**src/rtl/scbd_pkg.sv**
```systemverilog
// Shared types and constants for the servo command byte decoder.
// No dependencies; imported by every module of the block except scbd_ram.
package scbd_pkg;

	// Defaults for the top-level parameters
	localparam int STACK_DEPTH_DEF = 16;
	localparam int SERVO_COUNT_DEF = 8;

	// Port widths
	localparam int IN_DATA_W  = 16;
	localparam int OUT_DATA_W = 40;
	localparam int CFG_ADDR_W = 2;
	localparam int CFG_DATA_W = 16;

	// Register reset values
	localparam logic [15:0] ANGLE_LIMIT_RST   = 16'd8000;
	localparam logic [7:0]  PREAMBLE_CODE_RST = 8'd255;
	localparam logic [7:0]  ESCAPE_CODE_RST   = 8'd254;

	typedef enum logic [CFG_ADDR_W-1:0] {
		REG_ANGLE_LIMIT   = 2'd0,
		REG_PREAMBLE_CODE = 2'd1,
		REG_ESCAPE_CODE   = 2'd2
	} cfg_reg_t;

	typedef enum logic [1:0] {
		PH_CMD   = 2'd0,
		PH_HIGH  = 2'd1,
		PH_LOW   = 2'd2,
		PH_SPARE = 2'd3
	} phase_t;

	typedef enum logic [3:0] {
		CMD_SET_SERVO   = 4'd0,
		CMD_LED         = 4'd1,
		CMD_POWER       = 4'd2,
		CMD_CLEAR       = 4'd3,
		CMD_QUERY_SERVO = 4'd4,
		CMD_GET_LED     = 4'd5,
		CMD_GET_POWER   = 4'd6
	} cmd_t;

	typedef enum logic [1:0] {
		PK_NONE  = 2'd0,
		PK_SERVO = 2'd1,
		PK_LED   = 2'd2,
		PK_POWER = 2'd3
	} push_kind_t;

	// Per-beat control handed from the parser to the later stage
	typedef struct packed {
		logic       is_read;
		logic       seen;
		logic       ang_wr;
		push_kind_t kind;
		logic       push_lo;
		logic       push_hi;
	} ctl_t;

endpackage

```
**src/rtl/scbd_ram.sv**
```systemverilog
// Generic single-port-write, single-port-read RAM with registered read data.
// No dependencies.
module scbd_ram #(
	parameter int WIDTH = 8,
	parameter int DEPTH = 16,
	localparam int AW = (DEPTH > 1) ? $clog2(DEPTH) : 1
) (
	input  logic             clk,
	input  logic             we,
	input  logic [AW-1:0]    waddr,
	input  logic [WIDTH-1:0] wdata,
	input  logic             re,
	input  logic [AW-1:0]    raddr,
	output logic [WIDTH-1:0] rdata
);

	logic [WIDTH-1:0] mem_q [DEPTH];
	logic [WIDTH-1:0] rdata_q;

	always_ff @(posedge clk) begin
		if (we) begin
			mem_q[waddr] <= wdata;
		end
		if (re) begin
			rdata_q <= mem_q[raddr];
		end
	end

	assign rdata = rdata_q;

endmodule

```
**src/rtl/scbd_parser.sv**
```systemverilog
// Byte parser: running sum, parse phase, LED/power state and reply count.
// Depends on scbd_pkg.
module scbd_parser #(
	parameter int STACK_DEPTH = scbd_pkg::STACK_DEPTH_DEF,
	parameter int SERVO_COUNT = scbd_pkg::SERVO_COUNT_DEF,
	localparam int SW = (SERVO_COUNT > 1) ? $clog2(SERVO_COUNT) : 1,
	localparam int AW = $clog2(STACK_DEPTH),
	localparam int CW = $clog2(STACK_DEPTH + 1)
) (
	input  logic                clk,
	input  logic                arst_n,
	input  logic                fire,
	input  logic                op,
	input  logic [7:0]          data_byte,
	input  logic [15:0]         angle_limit,
	input  logic [7:0]          preamble_code,
	input  logic [7:0]          escape_code,
	output scbd_pkg::ctl_t      ctl,
	output logic [SW-1:0]       ang_idx,
	output logic [15:0]         ang_val,
	output logic [SW-1:0]       servo_rd_idx,
	output logic [AW-1:0]       pop_slot,
	output logic [AW-1:0]       push_slot,
	output logic [2:0]          led_next,
	output logic [2:0]          mask_next,
	output logic                pwr_next
);
	import scbd_pkg::*;

	phase_t        phase_q, phase_d;
	logic [7:0]    sum_q, sum_d, sum_w;
	logic [7:0]    high_q, high_d;
	logic [SW-1:0] pend_q, pend_d;
	logic [2:0]    led_q, mask_q;
	logic          pwr_q;
	logic [CW-1:0] cnt_q, cnt_d;
	logic          is_pre, is_esc, done, cmd_go;
	cmd_t          cmd;
	logic [3:0]    ext;
	logic [2:0]    sel;
	logic [SW-1:0] ext_idx;
	logic [15:0]   raw_ang;

	assign sum_w  = sum_q + data_byte;
	assign is_pre = (data_byte == preamble_code);
	assign is_esc = (data_byte == escape_code);
	assign done   = !op && !is_pre && !is_esc;
	assign cmd_go = done && ((phase_q == PH_CMD) || (phase_q == PH_SPARE));
	assign cmd    = cmd_t'(sum_w[7:4]);
	assign ext    = sum_w[3:0];
	assign sel    = ext[2:0];
	assign raw_ang = {high_q, sum_w};

	// ext modulo servo count as a small table
	always_comb begin
		ext_idx = '0;
		for (int i = 0; i < 16; i++) begin
			if (ext == 4'(i)) begin
				ext_idx = SW'(i % SERVO_COUNT);
			end
		end
	end

	// Next parse phase
	always_comb begin
		phase_d = phase_q;
		if (!op) begin
			if (is_pre) begin
				phase_d = PH_CMD;
			end else if (!is_esc) begin
				unique case (phase_q)
					PH_HIGH: phase_d = PH_LOW;
					PH_LOW:  phase_d = PH_CMD;
					PH_CMD, PH_SPARE: begin
						phase_d = (cmd == CMD_SET_SERVO) ? PH_HIGH : PH_CMD;
					end
				endcase
			end
		end
	end

	// Decode outputs and datapath next values
	always_comb begin
		ctl       = '0;
		ctl.kind  = PK_NONE;
		sum_d     = sum_q;
		high_d    = high_q;
		pend_d    = pend_q;
		led_next  = led_q;
		mask_next = mask_q;
		pwr_next  = pwr_q;
		cnt_d     = cnt_q;
		ang_val   = (raw_ang > angle_limit) ? angle_limit : raw_ang;

		if (op) begin
			ctl.is_read = 1'b1;
			if (cnt_q != '0) begin
				cnt_d = cnt_q - CW'(1);
			end
		end else if (is_pre) begin
			sum_d = '0;
		end else if (is_esc) begin
			sum_d = sum_w;
		end else begin
			sum_d = '0;
			if (phase_q == PH_HIGH) begin
				high_d = sum_w;
			end else if (phase_q == PH_LOW) begin
				ctl.ang_wr = 1'b1;
			end
		end

		if (cmd_go) begin
			ctl.seen = 1'b1;
			unique case (cmd)
				CMD_SET_SERVO: pend_d = ext_idx;
				CMD_LED: begin
					mask_next = mask_q | sel;
					led_next  = ext[3] ? (led_q | sel) : (led_q & ~sel);
				end
				CMD_POWER: pwr_next = |ext;
				CMD_CLEAR: cnt_d = '0;
				CMD_QUERY_SERVO: begin
					ctl.kind    = PK_SERVO;
					ctl.push_lo = (cnt_q < CW'(STACK_DEPTH));
					ctl.push_hi = (cnt_q < CW'(STACK_DEPTH - 1));
				end
				CMD_GET_LED: begin
					ctl.kind    = PK_LED;
					ctl.push_lo = (cnt_q < CW'(STACK_DEPTH));
				end
				CMD_GET_POWER: begin
					ctl.kind    = PK_POWER;
					ctl.push_lo = (cnt_q < CW'(STACK_DEPTH));
				end
				default: ;
			endcase
			cnt_d = cnt_d + CW'(ctl.push_lo) + CW'(ctl.push_hi);
		end
	end

	assign ang_idx      = pend_q;
	assign servo_rd_idx = ext_idx;
	assign pop_slot     = cnt_d[AW-1:0];
	assign push_slot    = cnt_q[AW-1:0];

	always_ff @(posedge clk or negedge arst_n) begin
		if (!arst_n) begin
			phase_q <= PH_CMD;
			sum_q   <= '0;
			high_q  <= '0;
			pend_q  <= '0;
			led_q   <= '0;
			mask_q  <= '0;
			pwr_q   <= 1'b0;
			cnt_q   <= '0;
		end else if (fire) begin
			phase_q <= phase_d;
			sum_q   <= sum_d;
			high_q  <= high_d;
			pend_q  <= pend_d;
			led_q   <= led_next;
			mask_q  <= mask_next;
			pwr_q   <= pwr_next;
			cnt_q   <= cnt_d;
		end
	end

endmodule

```
**src/rtl/scbd_stack.sv**
```systemverilog
// Reply stack storage: even/odd RAM banks, per-slot valid bits, pop forwarding.
// Depends on scbd_pkg and scbd_ram.
module scbd_stack #(
	parameter int STACK_DEPTH = scbd_pkg::STACK_DEPTH_DEF,
	localparam int AW = $clog2(STACK_DEPTH)
) (
	input  logic          clk,
	input  logic          arst_n,
	input  logic          wr_go,
	input  logic          lo_en,
	input  logic          hi_en,
	input  logic [AW-1:0] lo_slot,
	input  logic [7:0]    lo_data,
	input  logic [7:0]    hi_data,
	input  logic          pop_go,
	input  logic [AW-1:0] pop_slot,
	output logic [7:0]    pop_byte
);
	import scbd_pkg::*;

	localparam int BD = (STACK_DEPTH + 1) / 2;
	localparam int RW = (BD > 1) ? $clog2(BD) : 1;

	logic [AW-1:0]          hi_slot;
	logic [RW-1:0]          lo_row, hi_row, pop_row;
	logic                   lo_even, hi_even;
	logic                   we_e, we_o;
	logic [RW-1:0]          wa_e, wa_o;
	logic [7:0]             wd_e, wd_o, q_e, q_o;
	logic [STACK_DEPTH-1:0] vld_q;
	logic [AW-1:0]          pop_slot_q;
	logic                   fwd_hit_q;
	logic [7:0]             fwd_q;

	assign hi_slot = lo_slot + AW'(1);
	assign lo_row  = RW'(lo_slot >> 1);
	assign hi_row  = RW'(hi_slot >> 1);
	assign pop_row = RW'(pop_slot >> 1);
	assign lo_even = lo_en && !lo_slot[0];
	assign hi_even = hi_en && !hi_slot[0];

	// A two-byte push always lands one byte in each bank
	always_comb begin
		we_e = wr_go && (lo_even || hi_even);
		wa_e = lo_even ? lo_row : hi_row;
		wd_e = lo_even ? lo_data : hi_data;
		we_o = wr_go && ((lo_en && lo_slot[0]) || (hi_en && hi_slot[0]));
		wa_o = (lo_en && lo_slot[0]) ? lo_row : hi_row;
		wd_o = (lo_en && lo_slot[0]) ? lo_data : hi_data;
	end

	scbd_ram #(.WIDTH(8), .DEPTH(BD)) u_bank_e (
		.clk(clk), .we(we_e), .waddr(wa_e), .wdata(wd_e),
		.re(pop_go), .raddr(pop_row), .rdata(q_e)
	);

	scbd_ram #(.WIDTH(8), .DEPTH(BD)) u_bank_o (
		.clk(clk), .we(we_o), .waddr(wa_o), .wdata(wd_o),
		.re(pop_go), .raddr(pop_row), .rdata(q_o)
	);

	always_ff @(posedge clk or negedge arst_n) begin
		if (!arst_n) begin
			vld_q      <= '0;
			fwd_hit_q  <= 1'b0;
			pop_slot_q <= '0;
		end else begin
			if (wr_go && lo_en) begin
				vld_q[lo_slot] <= 1'b1;
			end
			if (wr_go && hi_en) begin
				vld_q[hi_slot] <= 1'b1;
			end
			if (pop_go) begin
				pop_slot_q <= pop_slot;
				fwd_hit_q  <= wr_go && ((lo_en && (lo_slot == pop_slot)) ||
					(hi_en && (hi_slot == pop_slot)));
			end
		end
	end

	// Push landing in the same cycle as the pop read: take its byte instead
	always_ff @(posedge clk) begin
		if (pop_go) begin
			fwd_q <= (lo_en && (lo_slot == pop_slot)) ? lo_data : hi_data;
		end
	end

	always_comb begin
		if (fwd_hit_q) begin
			pop_byte = fwd_q;
		end else if (vld_q[pop_slot_q]) begin
			pop_byte = pop_slot_q[0] ? q_o : q_e;
		end else begin
			pop_byte = 8'h00;
		end
	end

endmodule

```
**src/rtl/servo_command_byte_decoder.sv**
```systemverilog
// Top level of the servo command byte decoder: config registers, servo angle
// table, pipeline and output register. Depends on scbd_pkg, scbd_ram,
// scbd_parser and scbd_stack.
//
// Takes one bus beat per clock and returns one result beat per input beat,
// after the parse stage and then the output register, at a sustained rate
// of one beat per cycle; only output backpressure slows it. A write beat is
// parsed on acceptance (running escape sum, preamble reset, command, angle
// high and low bytes). Servo angles live in a one-read/one-write RAM, written
// when the low angle byte is accepted and read for a get-servo query in the
// same cycle; its data is used in stage 1. The reply stack lives in two RAM banks
// (even and odd slots) so the two bytes of a servo query are pushed in the same
// cycle; a read beat pops on acceptance and a push landing on that slot in the
// same cycle is forwarded. Entries never written read as zero through per-entry
// valid bits, so there is no clearing pass after reset. Configuration registers
// are written through cfg_we/cfg_addr/cfg_wdata; the user must do so only while
// the block is idle (not enforced); indexes beyond the register list are ignored.
module servo_command_byte_decoder #(
	parameter int STACK_DEPTH = scbd_pkg::STACK_DEPTH_DEF,
	parameter int SERVO_COUNT = scbd_pkg::SERVO_COUNT_DEF
) (
	input  logic                                clk,
	input  logic                                arst_n,
	// Input beats
	input  logic                                s_tvalid,
	output logic                                s_tready,
	input  logic [scbd_pkg::IN_DATA_W-1:0]      s_tdata,  // data_byte[7:0], power_sense[8]
	input  logic                                s_tuser,  // op: 0 write, 1 read
	// Result beats
	output logic                                m_tvalid,
	input  logic                                m_tready,
	// read_data[7:0], command_seen[8], angle_write[9], angle_index[12:10],
	// angle_value[28:13], led_state[31:29], led_user_mask[34:32], servo_power[35]
	output logic [scbd_pkg::OUT_DATA_W-1:0]     m_tdata,
	// Configuration writes
	input  logic                                cfg_we,
	input  logic [scbd_pkg::CFG_ADDR_W-1:0]     cfg_addr,
	input  logic [scbd_pkg::CFG_DATA_W-1:0]     cfg_wdata
);
	import scbd_pkg::*;

	localparam int SW = (SERVO_COUNT > 1) ? $clog2(SERVO_COUNT) : 1;
	localparam int AW = $clog2(STACK_DEPTH);

	// Config registers
	logic [15:0] angle_limit_q;
	logic [7:0]  preamble_q, escape_q;

	// Handshake and pipeline control
	logic fire, adv, vld_s1, out_vld_q;

	// Parser outputs
	ctl_t          ctl;
	logic [SW-1:0] ang_idx, servo_rd_idx;
	logic [15:0]   ang_val;
	logic [AW-1:0] pop_slot, push_slot;
	logic [2:0]    led_next, mask_next;
	logic          pwr_next;

	// Stage 1 registers
	ctl_t          ctl_s1;
	logic [SW-1:0] ang_idx_s1, srv_idx_s1;
	logic [15:0]   ang_val_s1;
	logic [AW-1:0] push_slot_s1;
	logic [2:0]    led_s1, mask_s1;
	logic          pwr_s1, psense_s1;

	// Servo table
	logic [SERVO_COUNT-1:0] svld_q;
	logic [15:0]            servo_q, angle_rd;

	// Reply stack
	logic [7:0] lo_data, hi_data, pop_byte;

	logic [OUT_DATA_W-1:0] out_q, out_d;

	assign adv      = vld_s1 && (!out_vld_q || m_tready);
	assign s_tready = !vld_s1 || adv;
	assign fire     = s_tvalid && s_tready;
	assign m_tvalid = out_vld_q;
	assign m_tdata  = out_q;

	// Config write port
	always_ff @(posedge clk or negedge arst_n) begin
		if (!arst_n) begin
			angle_limit_q <= ANGLE_LIMIT_RST;
			preamble_q    <= PREAMBLE_CODE_RST;
			escape_q      <= ESCAPE_CODE_RST;
		end else if (cfg_we) begin
			unique case (cfg_reg_t'(cfg_addr))
				REG_ANGLE_LIMIT:   angle_limit_q <= cfg_wdata;
				REG_PREAMBLE_CODE: preamble_q    <= cfg_wdata[7:0];
				REG_ESCAPE_CODE:   escape_q      <= cfg_wdata[7:0];
				default: ;
			endcase
		end
	end

	scbd_parser #(.STACK_DEPTH(STACK_DEPTH), .SERVO_COUNT(SERVO_COUNT)) u_parser (
		.clk           (clk),
		.arst_n        (arst_n),
		.fire          (fire),
		.op            (s_tuser),
		.data_byte     (s_tdata[7:0]),
		.angle_limit   (angle_limit_q),
		.preamble_code (preamble_q),
		.escape_code   (escape_q),
		.ctl           (ctl),
		.ang_idx       (ang_idx),
		.ang_val       (ang_val),
		.servo_rd_idx  (servo_rd_idx),
		.pop_slot      (pop_slot),
		.push_slot     (push_slot),
		.led_next      (led_next),
		.mask_next     (mask_next),
		.pwr_next      (pwr_next)
	);

	// Angle store at acceptance; the get-servo read is issued on every beat
	scbd_ram #(.WIDTH(16), .DEPTH(SERVO_COUNT)) u_servo_ram (
		.clk   (clk),
		.we    (fire && ctl.ang_wr),
		.waddr (ang_idx),
		.wdata (ang_val),
		.re    (fire),
		.raddr (servo_rd_idx),
		.rdata (servo_q)
	);

	always_ff @(posedge clk or negedge arst_n) begin
		if (!arst_n) begin
			svld_q <= '0;
		end else if (fire && ctl.ang_wr) begin
			svld_q[ang_idx] <= 1'b1;
		end
	end

	// Never-written angles read as zero
	assign angle_rd = svld_q[srv_idx_s1] ? servo_q : 16'h0000;

	// Stage 1: control with reset, payload without
	always_ff @(posedge clk or negedge arst_n) begin
		if (!arst_n) begin
			vld_s1 <= 1'b0;
			ctl_s1 <= '0;
		end else if (fire) begin
			vld_s1 <= 1'b1;
			ctl_s1 <= ctl;
		end else if (adv) begin
			vld_s1 <= 1'b0;
		end
	end

	always_ff @(posedge clk) begin
		if (fire) begin
			ang_idx_s1   <= ang_idx;
			srv_idx_s1   <= servo_rd_idx;
			ang_val_s1   <= ang_val;
			push_slot_s1 <= push_slot;
			led_s1       <= led_next;
			mask_s1      <= mask_next;
			pwr_s1       <= pwr_next;
			psense_s1    <= s_tdata[8];
		end
	end

	// Reply bytes are resolved when the beat leaves stage 1
	always_comb begin
		hi_data = angle_rd[15:8];
		unique case (ctl_s1.kind)
			PK_SERVO: lo_data = angle_rd[7:0];
			PK_LED:   lo_data = {5'b0, led_s1};
			PK_POWER: lo_data = {7'b0, psense_s1};
			PK_NONE:  lo_data = 8'h00;
		endcase
	end

	scbd_stack #(.STACK_DEPTH(STACK_DEPTH)) u_stack (
		.clk      (clk),
		.arst_n   (arst_n),
		.wr_go    (adv),
		.lo_en    (ctl_s1.push_lo),
		.hi_en    (ctl_s1.push_hi),
		.lo_slot  (push_slot_s1),
		.lo_data  (lo_data),
		.hi_data  (hi_data),
		.pop_go   (fire && s_tuser),
		.pop_slot (pop_slot),
		.pop_byte (pop_byte)
	);

	// Result beat assembly
	always_comb begin
		out_d        = '0;
		out_d[7:0]   = ctl_s1.is_read ? pop_byte : 8'h00;
		out_d[8]     = ctl_s1.seen;
		out_d[9]     = ctl_s1.ang_wr;
		out_d[12:10] = ctl_s1.ang_wr ? 3'(ang_idx_s1) : 3'b000;
		out_d[28:13] = ctl_s1.ang_wr ? ang_val_s1 : 16'h0000;
		out_d[31:29] = led_s1;
		out_d[34:32] = mask_s1;
		out_d[35]    = pwr_s1;
	end

	// Output register parts the two sides
	always_ff @(posedge clk or negedge arst_n) begin
		if (!arst_n) begin
			out_vld_q <= 1'b0;
		end else if (adv) begin
			out_vld_q <= 1'b1;
		end else if (m_tready) begin
			out_vld_q <= 1'b0;
		end
	end

	always_ff @(posedge clk) begin
		if (adv) begin
			out_q <= out_d;
		end
	end

endmodule

```
**config.mk**
```make
export PLATFORM = sky130hd
export DESIGN_NAME = servo_command_byte_decoder
export DESIGN_NICKNAME = d
export VERILOG_FILES = /design/src/rtl/scbd_pkg.sv /design/src/rtl/scbd_ram.sv /design/src/rtl/scbd_parser.sv /design/src/rtl/scbd_stack.sv /design/src/rtl/servo_command_byte_decoder.sv
export SDC_FILE = /design/constraint.sdc
export NUM_CORES = 1
export LEC_CHECK = 0
export CORE_UTILIZATION = 52
export CTS_CLUSTER_SIZE = 24
export DETAILED_ROUTE_END_ITERATION = 12
export DONT_BUFFER_PORTS = 1
export HOLD_SLACK_MARGIN = 0.1
export PLACE_DENSITY = 0.8
export SYNTH_ARGS = -nofsm -noshare
export SYNTH_HDL_FRONTEND = slang
export SYNTH_SLANG_ARGS = --single-unit
```
**constraint.sdc**
```tcl
create_clock -name clk -period 4.2 [get_ports clk]
set_input_delay 0.42 -clock clk [delete_from_list [all_inputs] [get_ports clk]]
set_output_delay 0.42 -clock clk [all_outputs]
set_load 0.005 [all_outputs]
```
==> summary.txt, run 1 <==
Outcome
  • Status: complete, no violations

Yosys
  • Most common cell in the synthesized netlist: edfxtp_1
  • Asr flop ratio synth: 21.96%
  • Seq/Total Area, Yosys: 67.10%
  • List of most frequent post-synthesis cells: edfxtp_1 (366), nand2_1 (114), dfrtp_1 (82), mux2_2 (80), nor2_1 (75)
  • Post-synthesis cell type count: 69
  • Synth Register Bits: approximately 470
  • Yosys top cell by area: edfxtp_1
  • Yosys top cell area share: between 50% and 60%
  • Top post-synthesis cells by area: edfxtp_1 (54%), dfrtp_1 (10%), mux2_2 (4.4%), mux4_2 (4.2%), mux2i_1 (3.3%)
  • EDFF count, synth: 366
  • Synth warnings: 0
  • Syn Std Cell Area: 0.02026 mm²
  • Synth Flop Type: edfxtp_1
  • Post-Syn Instances: roughly 1.4k
  • Syn avg cell area: 14.86 µm²

Power and ir drop
  • Tot Pwr: 13.31 mW
  • Logic pwr share: 24.3%
  • Internal: 9.604 mW
  • Leak: approximately 8.9 nW
  • Maximum vdd drop: 0.4210 mV
  • Sequential Power Share: 43.6%
  • Switching share of power: 27.82%
  • Net Sw Power: roughly 3.7 mW
  • Pwr dens: 566.5 mW/mm²
  • Clock share of power: approximately a third

Setup path
  • Crit. path cell count: 16
  • CP max stage cell: fa_2
  • CP required: 4620 ps
  • Data arrival, critical path: approximately 4600 ps
  • Worst path cell trace: ha_4 > fa_2 > and3_4 > o21a_4 > o311ai_4 > buf_4 > a221oi_4 > or2_4 > fa_2 > inv_2 > ha_4 > mux2i_4 > o2111ai_1 > a22o_4 > or3_1 > a21oi_1
  • CP max stage delay: 430 ps
  • R2R cell count: 16
  • Worst path top cell family by delay: compound AO/OA/AOI/OAI gates
  • CP max FO: 11
  • CP Launch Type: register
  • CP bufs+invs: 2
  • Critical Path Sink Type: register
  • Setup CP Type: register to register

GRT
  • Global-route wire length before repair: between 60 and 70 mm
  • Vias in the first global route: 12.06k
  • GRT overflow: 0
  • Largest net degree at the start of global routing: 104
  • Gr usage total: 22.59%
  • Antenna violations before repair: 0

Hold path
  • Hold Crit Class: input pin to register
  • Hold Path Cell Cnt: 2

CTS
  • Worst-skew pair later-pin latency: ~570 ps
  • Reg clk slew, reported paths: ~60 ps
  • CTS root buf: clkbuf_16
  • CTS tree: yes
  • CTS sink cnt: between 400 and 500
  • CTS buffer count: 47
  • Clock buffer depth: 3
  • H-tree depth: 2

Die
  • Num ports: 82
  • Die height: 199.4 µm
  • Full die area: 0.03976 mm²
  • Core box area: roughly 0.038 mm²
  • Die X: 199.4 µm
  • # rows: 71
  • Initial core utilization: between 50% and 60%

Timing
  • Final Critical Period: 4182 ps
  • Fin Clk Skew: ~18 ps
  • RSZ-0062 raised after global routing: yes
  • Highest Clock Rate: between 0.2 and 0.25 GHz
  • Worst Max-Slew Pin Slew: 1407 ps
  • Max-slew headroom: 5.203%
  • Crit share post-route: 99.57%
  • Hold Fails Final Rpt: 0
  • Max Slew Vio Count: 0
  • Sum Neg Setup Slack: 0 ps
  • Setup violators final: 0

Routing
  • Initial DRC Count: 911
  • DR WL/cell: 22.13 µm
  • DRC viols: 0
  • Post-Route WL: 44.30 mm
  • Vias: 11.71k
  • DR pass1 iterations: 5
  • Antenna Nets Post-Route: 0
  • Vias per cell: 5.851

Flow run
  • Max Cap Viol: 0

Place
  • Port Buffers: 0
  • RD Place Congestion: 0.8783
  • HPWL Detailed: 28.47 mm
  • Dpl cells: 1,876

Cells and area
  • Share of cells above drive strength 1: 25.49%
  • Post-Layout Cell Count: 2,002
  • Diode count: 0
  • Area added between synthesis and finish: 15.93%
  • Final layout net count: around 1.5k
[metal layers]
metal | vias to the layer above | track usage (%) | share of wire (%)
met1 | 5848 | 29.34 | 40
li1 | 5304 | - | -
met3 | 103 | 3.679 | 6.6
met4 | 0 | 8.001 | 3.0
met2 | 458 | 38.53 | 50
met5 | - | 0 | 0
[worst reg2reg max path, stage by stage (launching register included)]
cell and delay [ps]:
dfrtp_1 400, ha_4 170, fa_2 340, and3_4 170, o21a_4 200, o311ai_4 270, buf_4 180, a221oi_4 30
or2_4 250, fa_2 430, inv_2 80, ha_4 190, mux2i_4 220, o2111ai_1 200, a22o_4 350, or3_1 390
a21oi_1 140
[stage by stage]
stage          hold slack [ps]  utilization [%]  area (µm²)  setup WS [ps]
2_1_floorplan            124.4                -       20340         -17.55
3_3_place_gp             131.1            55.76       21200         -116.2
3_5_place_dp             127.5            55.76       21200         -249.1
4_1_cts                  110.6            61.03       23200          20.00
5_1_grt                  160.5            61.78       23490         -130.8
6_report                 124.5            61.78       23490          18.20
[power groups by stage]
stage	clock network, mW	registers [mW]	logic [mW]
after floorplan	0	5.77	1.99
after global placement	0	5.87	2.60
after detailed placement	0	5.88	2.67
after CTS	4.32	5.80	2.93
after global routing	4.50	5.84	3.45
final	4.27	5.81	3.23
[layout by cell type, fill, tap and decap left out, drive strengths merged, types with 10 or more instances in the layout]
cell         instances
xnor2               17
dfrtp               82
clkbuf              64
and2                24
nand2b              10
clkinv              16
a21oi               46
o21ai               65
nand3               17
buf                 79
dfstp               21
or2                 16
or3                 10
nor4                10
a211oi              17
ha                  31
xor2                21
mux2i               67
nor2b               17
mux4                38
nand2              114
a22o                20
mux2                80
dlygate4sd3         21
inv                 38
edfxtp             366
nor3                24
nor2                75
[flip-flops by register name (all words and copies together) (netlist names), 5 cells and up]
signal                  cells
u_servo_ram.mem_q         128
u_stack.u_bank_e.mem_q     64
u_stack.u_bank_o.mem_q     64
m_tdata                    36
ang_val_s1                 16
angle_limit_q              16
u_servo_ram.rdata          16
u_stack.vld_q              16
escape_q                    8
preamble_q                  8
svld_q                      8
u_parser.high_q             8
u_parser.sum_q              8
u_stack.fwd_q               8
u_stack.u_bank_e.rdata      8
u_stack.u_bank_o.rdata      8
ctl_s1                      7
u_parser.cnt_q              5
[kinds of logic after synthesis]
| group | count (synthesis) | share of synthesized area (%) |
|---|---|---|
| buf+inv | 102 | 2.427 |
| mux | 185 | 11.98 |
| fa+ha+maj | 33 | 2.112 |
| other cells | 1 | 0.01851 |
| compound gates | 194 | 6.503 |
| xor+xnor | 38 | 1.748 |
| flops | 469 | 67.10 |
| simple gates | 341 | 8.115 |
[final cells by class]
class | count | area (µm²)
repair buffers | 102 | 994.7
inverters | 37 | 138.9
clock buffers | 62 | 1284
flip-flops and latches | 469 | 13590
clock inverters | 25 | 301.5
multi-input cells | 796 | 6536
fillers | 2769 | 14530
well taps | 511 | 639.4
[final timing paths]
path / end / slack [ps] / startpoint
worst max-delay path: u_stack.fwd_q[4] / 20 / u_parser.sum_q[0]
worst min-delay path: vld_s1 / 120 / m_tready
worst max register to register: u_stack.fwd_q[4] / 20 / u_parser.sum_q[0]
worst min register to register: m_tdata[35] / 420 / pwr_s1
max in group asynchronous: u_stack.vld_q[4] / 3310 / arst_n
min in group asynchronous: u_parser.ang_idx[2] / 450 / arst_n
[repair_timing]
item | CTS | global route
gates resized for setup | 16 | 47
setup buffers | 10 | 4
endpoints found under the hold margin | 141 | 0
pin swaps | 13 | 33
endpoints found under the setup margin | 24 | 142
hold buffers | 22 | 0
gates cloned | 1 | 2
Power figures use the tool's default switching activity.
==> inputs of run 2 (changes only) <==
CORE_MARGIN = 5   (was unset)
CTS_BUF_LIST = sky130_fd_sc_hd__clkbuf_2 sky130_fd_sc_hd__clkbuf_4 sky130_fd_sc_hd__clkbuf_8   (was unset)
==> summary.txt, run 2 (same netlist as run 1, synthesis figures left out) <==
Outcome
  • Status: complete, but fails checks
  • Violated checks: setup timing

Cells and area
  • Most flops, register: u_servo_ram.mem_q
  • Share of cells above drive strength 1: 29.63%
  • Fillers: 2,736
  • Max FFs per register: 128
  • Area added between synthesis and finish: 17.26%
  • Diode count: 0
  • Final layout net count: 1,576
  • Most frequent cells in the layout: edfxtp_1 (366), nand2_1 (112), dfrtp_1 (82), clkbuf_8 (82), mux2_2 (79)
  • Biggest regs: u_servo_ram.mem_q: 128 flops, u_stack.u_bank_e.mem_q: 64 flops, u_stack.u_bank_o.mem_q: 64 flops
  • Final Core Density: 61.62%
  • Leading cell type in the layout, fill and taps excluded: edfxtp_1

Timing
  • RSZ-0062 raised after global routing: yes
  • Max Slew Vio Count: 0
  • Hold Fails Final Rpt: 0
  • Setup violators final: 8
  • Worst Max-Slew Pin Slew: about 1400 ps
  • Final Critical Period: 4225 ps
  • Crit share post-route: 100.6%
  • Final worst slack: -25.22 ps
  • Max-slew headroom: 7.998%
  • Fin Clk Skew: around 39 ps
  • Highest Clock Rate: between 0.2 and 0.25 GHz

Place
  • Setup WS pre-CTS: -279.1 ps
  • Port Buffers: 0
  • HPWL Detailed: 28.54 mm
  • RD Place Congestion: around 0.85

Setup path
  • CP Capture Point: u_stack.u_bank_e.rdata[2]
  • Worst reg2reg path startpoint: u_parser.sum_q[0]
  • CP required: roughly 4600 ps
  • Critical Path Sink Type: register
  • CP max FO: 16
  • Setup CP Type: register to register
  • Reg2reg setup slack: -30 ps
  • Worst setup path start: u_parser.sum_q[0]
  • R2R cell count: 19
  • Data arrival, critical path: roughly 4700 ps
  • CP Launch Type: register
  • Reg-to-reg endpoint: u_stack.u_bank_e.rdata[2]

CTS
  • Clock buffer depth: 3
  • H-tree depth: 3
  • CTS sink cnt: 469
  • CTS tree: yes
  • CTS buffer count: 77
  • CTS root buf: clkbuf_8
  • Reg clk slew, reported paths: 60 ps
  • Worst-skew pair later-pin latency: 650 ps

Die
  • Die X: slightly above 200 µm
  • Full die area: 0.04301 mm²
  • Initial core utilization: about 53%
  • Num ports: 82
  • Die height: 207.4 µm
  • Core box area: 0.03856 mm²
  • # rows: 72

Hold path
  • Hold Path Cell Cnt: 3
  • Hold Crit Class: input pin to register

GRT
  • Gr usage total: about a fifth
  • Global-route wire length before repair: 70.03 mm
  • Largest net degree at the start of global routing: 104
  • Antenna violations before repair: 1
  • Vias in the first global route: 12.39k
  • GRT overflow: 0

Power and ir drop
  • Pwr dens: 555.7 mW/mm²
  • Maximum vdd drop: 0.4151 mV
  • Leak: 9.095 nW

Routing
  • Vias: ~12k
  • DR pass1 iterations: 5
  • Initial DRC Count: 1,226
  • Post-Route WL: 46.12 mm
  • DRC viols: 0
  • Antenna Nets Post-Route: 0
  • Vias per cell: 5.803
  • DR WL/cell: about 22 µm

Flow run
  • Max Cap Viol: 0
==> run 2: cell count changes in the layout (fill, tap and decap cells not counted), moves of 4 or more <==
cell	before	now
buf_4	65	77
nor2_2	11	7
clkbuf_4	0	31
clkbuf_16	50	3
bufinv_16	6	2
clkbuf_8	3	82
clkbuf_1	11	0
==> run 2: area by class of cell <==
type / count / area [µm²] / share of cell area [%]
Multi-Input combinational cell: 797 / 6601 / 27.79
Sequential cell: 469 / 13590 / 57.22
Inverter: 37 / 138.9 / 0.5846
Tap cell: 518 / 648.1 / 2.728
Clock inverter: 22 / 200.2 / 0.8426
Timing Repair Buffer: 121 / 1214 / 5.108
Clock buffer: 113 / 1361 / 5.730
==> run 2: how the worst min path moves through the flow <==
stage	start	end	slack [ps]
2_1_floorplan	arst_n	angle_limit_q[0]	120
3_3_place_gp	arst_n	u_parser.ang_idx[1]	130
3_5_place_dp	arst_n	angle_limit_q[13]	130
4_1_cts	s_tdata[0]	u_parser.high_q[0]	140
5_1_grt	cfg_addr[1]	angle_limit_q[9]	180
6_report	s_tdata[0]	u_parser.high_q[0]	180
==> run 2: critical path, stage by stage (launching register included) <==
cell,delay (ps)
dfrtp_1,400
ha_4,170
fa_2,340
and3_4,170
o21a_4,210
o311ai_4,270
nand2_2,110
nor2_2,130
nand4_1,190
fa_2,450
buf_6,140
a221oi_4,230
nor2_1,110
a21oi_4,200
o22ai_4,110
buf_6,160
nand2_1,120
buf_12,190
nor2_1,80
a211oi_2,260
==> run 2: per-layer routing <==
layer / GRT usage, % / share of wire [%] / vias up / wire length (µm)
met5: 0 / 0.024 / - / 11
met4: 7.319 / 2.7 / 2 / 1262
met3: 5.123 / 7.5 / 99 / 3456
met2: 35.02 / 50 / 487 / 23240
met1: 26.59 / 39 / 6049 / 18150
li1: - / - / 5415 / -
==> run 2: timing repair <==
| item | in CTS | in global routing |
|---|---|---|
| cloned | 3 | 5 |
| hold endpoints to repair | 143 | 0 |
| pin swaps | 15 | 27 |
| hold buffers | 23 | 0 |
| resized for setup | 28 | 53 |
| buffers inserted | 24 | 6 |
| endpoints found under the setup margin | 25 | 162 |
==> run 2: report_power, final <==
group / leakage [nW] / switching (mW) / internal [mW]
clock: 0.829 / 1.80 / 2.22
combinational: 3.40 / 1.77 / 1.58
sequential: 4.87 / 0.269 / 5.56
total: 9.10 / 3.84 / 9.36
==> run 2: per-stage QoR <==
step | hold slack, ps | total power, mW | TNS [ps] | area, µm² | cells
floorplan | 124.4 | 7.761 | -52.66 | 20340 | 1366
global placement | 127.5 | 8.431 | -767.7 | 21200 | 1884
detailed placement | 133.3 | 8.528 | -2703 | 21200 | 1884
CTS | 140.0 | 12.92 | 0 | 23400 | 2069
global route | 177.1 | 13.77 | -3172 | 23760 | 2077
finish | 183.3 | 13.20 | -168.1 | 23760 | 2077
==> inputs of run 3 (changes only) <==
REMOVE_ABC_BUFFERS = 1   (was unset)
==> summary.txt, run 3 (same netlist as run 1, synthesis figures left out) <==
Outcome
  • Status: complete, but fails checks
  • Violated checks: setup timing

CTS
  • CTS root buf: clkbuf_8
  • Reg clk slew, reported paths: roughly 60 ps
  • CTS tree: yes
  • Worst-skew pair later-pin latency: 620 ps
  • CTS buffer count: 74
  • Clock buffer depth: 3
  • H-tree depth: 3
  • CTS sink cnt: 469

Timing
  • Tightest hold margin: 207.9 ps
  • Max Slew Vio Count: 0
  • Crit share post-route: 102.6%
  • Final Critical Period: 4309 ps
  • Max-slew headroom: 19.71%
  • Highest Clock Rate: 0.2321 GHz
  • Setup violators final: 23
  • Worst Max-Slew Pin Slew: ~1200 ps
  • Final worst slack: -109.3 ps
  • Hold Fails Final Rpt: 0
  • Fin Clk Skew: around 33 ps
  • RSZ-0062 raised after global routing: yes

Die
  • Core box area: 0.03856 mm²
  • Full die area: around 0.043 mm²
  • # rows: 72
  • Die X: 207.4 µm
  • Initial core utilization: ~53%
  • Num ports: 82
  • Die height: 207.4 µm

Setup path
  • CP max FO: 6
  • Setup CP Type: register to register
  • CP required: 4650 ps
  • Critical Path Sink Type: register
  • Data arrival, critical path: approximately 4800 ps
  • CP Launch Type: register

Cells and area
  • Biggest regs: u_servo_ram.mem_q: 128 flops, u_stack.u_bank_e.mem_q: 64 flops, u_stack.u_bank_o.mem_q: 64 flops
  • Diode count: 0
  • Most frequent cells in the layout: edfxtp_1 (366), nand2_1 (114), dfrtp_1 (82), mux2_2 (80), clkbuf_8 (75)
  • Share of cells above drive strength 1: 26.51%
  • Area added between synthesis and finish: 14.54%
  • Design Area, Final: 0.02321 mm²
  • Leading cell type in the layout, fill and taps excluded: edfxtp_1
  • Final layout net count: 1,552
  • Post-Layout Cell Count: slightly above 2k
  • Max FFs per register: 128
  • Most flops, register: u_servo_ram.mem_q
  • Final Core Density: 60.19%

Power and ir drop
  • Maximum vdd drop: between 0.4 and 0.5 mV
  • Pwr dens: 537.7 mW/mm²
  • Leak: 8.862 nW

Routing
  • Antenna Nets Post-Route: 0
  • Vias: ~12k
  • Post-Route WL: about 45 mm
  • Vias per cell: 5.840
  • DR pass1 iterations: 7
  • DR WL/cell: 21.81 µm
  • Initial DRC Count: 970
  • DRC viols: 0

GRT
  • Antenna violations before repair: 0
  • GRT overflow: 0
  • Vias in the first global route: 12.30k
  • Largest net degree at the start of global routing: ~100
  • Gr usage total: 20.15%
  • Global-route wire length before repair: approximately 70 mm

Place
  • RD Place Congestion: 0.8637
  • Placed cell area: 0.02113 mm²
  • Port Buffers: 0
  • HPWL Detailed: 28.11 mm
  • Setup WS pre-CTS: -460.0 ps
  • Dpl cells: 1,882

Flow run
  • Max Cap Viol: 0

Hold path
  • Hold Crit Class: input pin to register
-- run 3: cell types whose count changed in the layout (fill, tap and decap cells not counted), moves of 5 or more --
cell / change
clkbuf_8: -7
nor2_1: +9
nor2_2: -6
clkinv_1: +6
buf_4: -11
a211oi_2: -5
a211oi_1: +5
-- run 3: critical path, cell delays in order (launching register included) --
cell and delay (ps):
dfrtp_1 380, ha_2 200, fa_2 350, and3_4 170
o21a_1 200, o311ai_4 310, buf_4 180, a221oi_4 30
or2_4 270, fa_2 370, buf_6 130, a221oi_4 250
buf_4 170, nand2b_1 100, o211ai_1 160, a22o_4 310
or3_4 380, a21oi_2 150
-- run 3: path summary, 6_finish.rpt --
check / from / to / slack (ps) / depth (start not counted)
max in group asynchronous: arst_n / u_stack.vld_q[0] / 3370 / 2
worst min-delay path: cfg_addr[1] / angle_limit_q[6] / 210 / 4
worst max-delay path: u_parser.sum_q[0] / u_stack.fwd_q[3] / -110 / 17
worst min register to register: pwr_s1 / m_tdata[35] / 410 / 0
worst max register to register: u_parser.sum_q[0] / u_stack.fwd_q[3] / -110 / 17
min in group asynchronous: arst_n / u_parser.high_q[1] / 400 / 2
-- run 3: repair_timing --
item | 4_1_cts | 5_1_grt
cloned | 1 | 2
buffers inserted | 1 | 12
setup endpoints to repair | 25 | 92
pin swaps | 5 | 29
hold buffers | 23 | 0
hold endpoints to repair | 142 | 0
gates resized for setup | 16 | 44
-- run 3: where the power goes --
group / internal (mW) / leakage (nW) / switching (mW)
Sequential: 5.56 / 4.87 / 0.242
Combinational: 1.31 / 3.24 / 1.65
Clock: 1.99 / 0.755 / 1.72
-- run 3: per-layer routing --
layer	routed length (µm)	GRT usage (%)
met1	17550	25.98
met2	22360	33.99
met3	3204	3.718
met4	1667	8.299
met5	0	0
-- run 3: layout make-up --
type | instances | area [µm²]
flip-flops and latches | 469 | 13590
multi-input cells | 796 | 6466
clock inverters | 28 | 166.4
repair buffers | 101 | 943.4
clock buffers | 104 | 1250
inverters | 37 | 138.9
fillers | 2831 | 15350
well taps | 518 | 648.1
-- run 3: stage by stage --
stage | power (mW) | setup TNS, ps
3_5_place_dp | 8.485 | -6251
5_1_grt | 13.03 | -4656
6_report | 12.48 | -1232
3_3_place_gp | 8.390 | -4014
4_1_cts | 12.31 | 0
2_1_floorplan | 7.611 | -75720
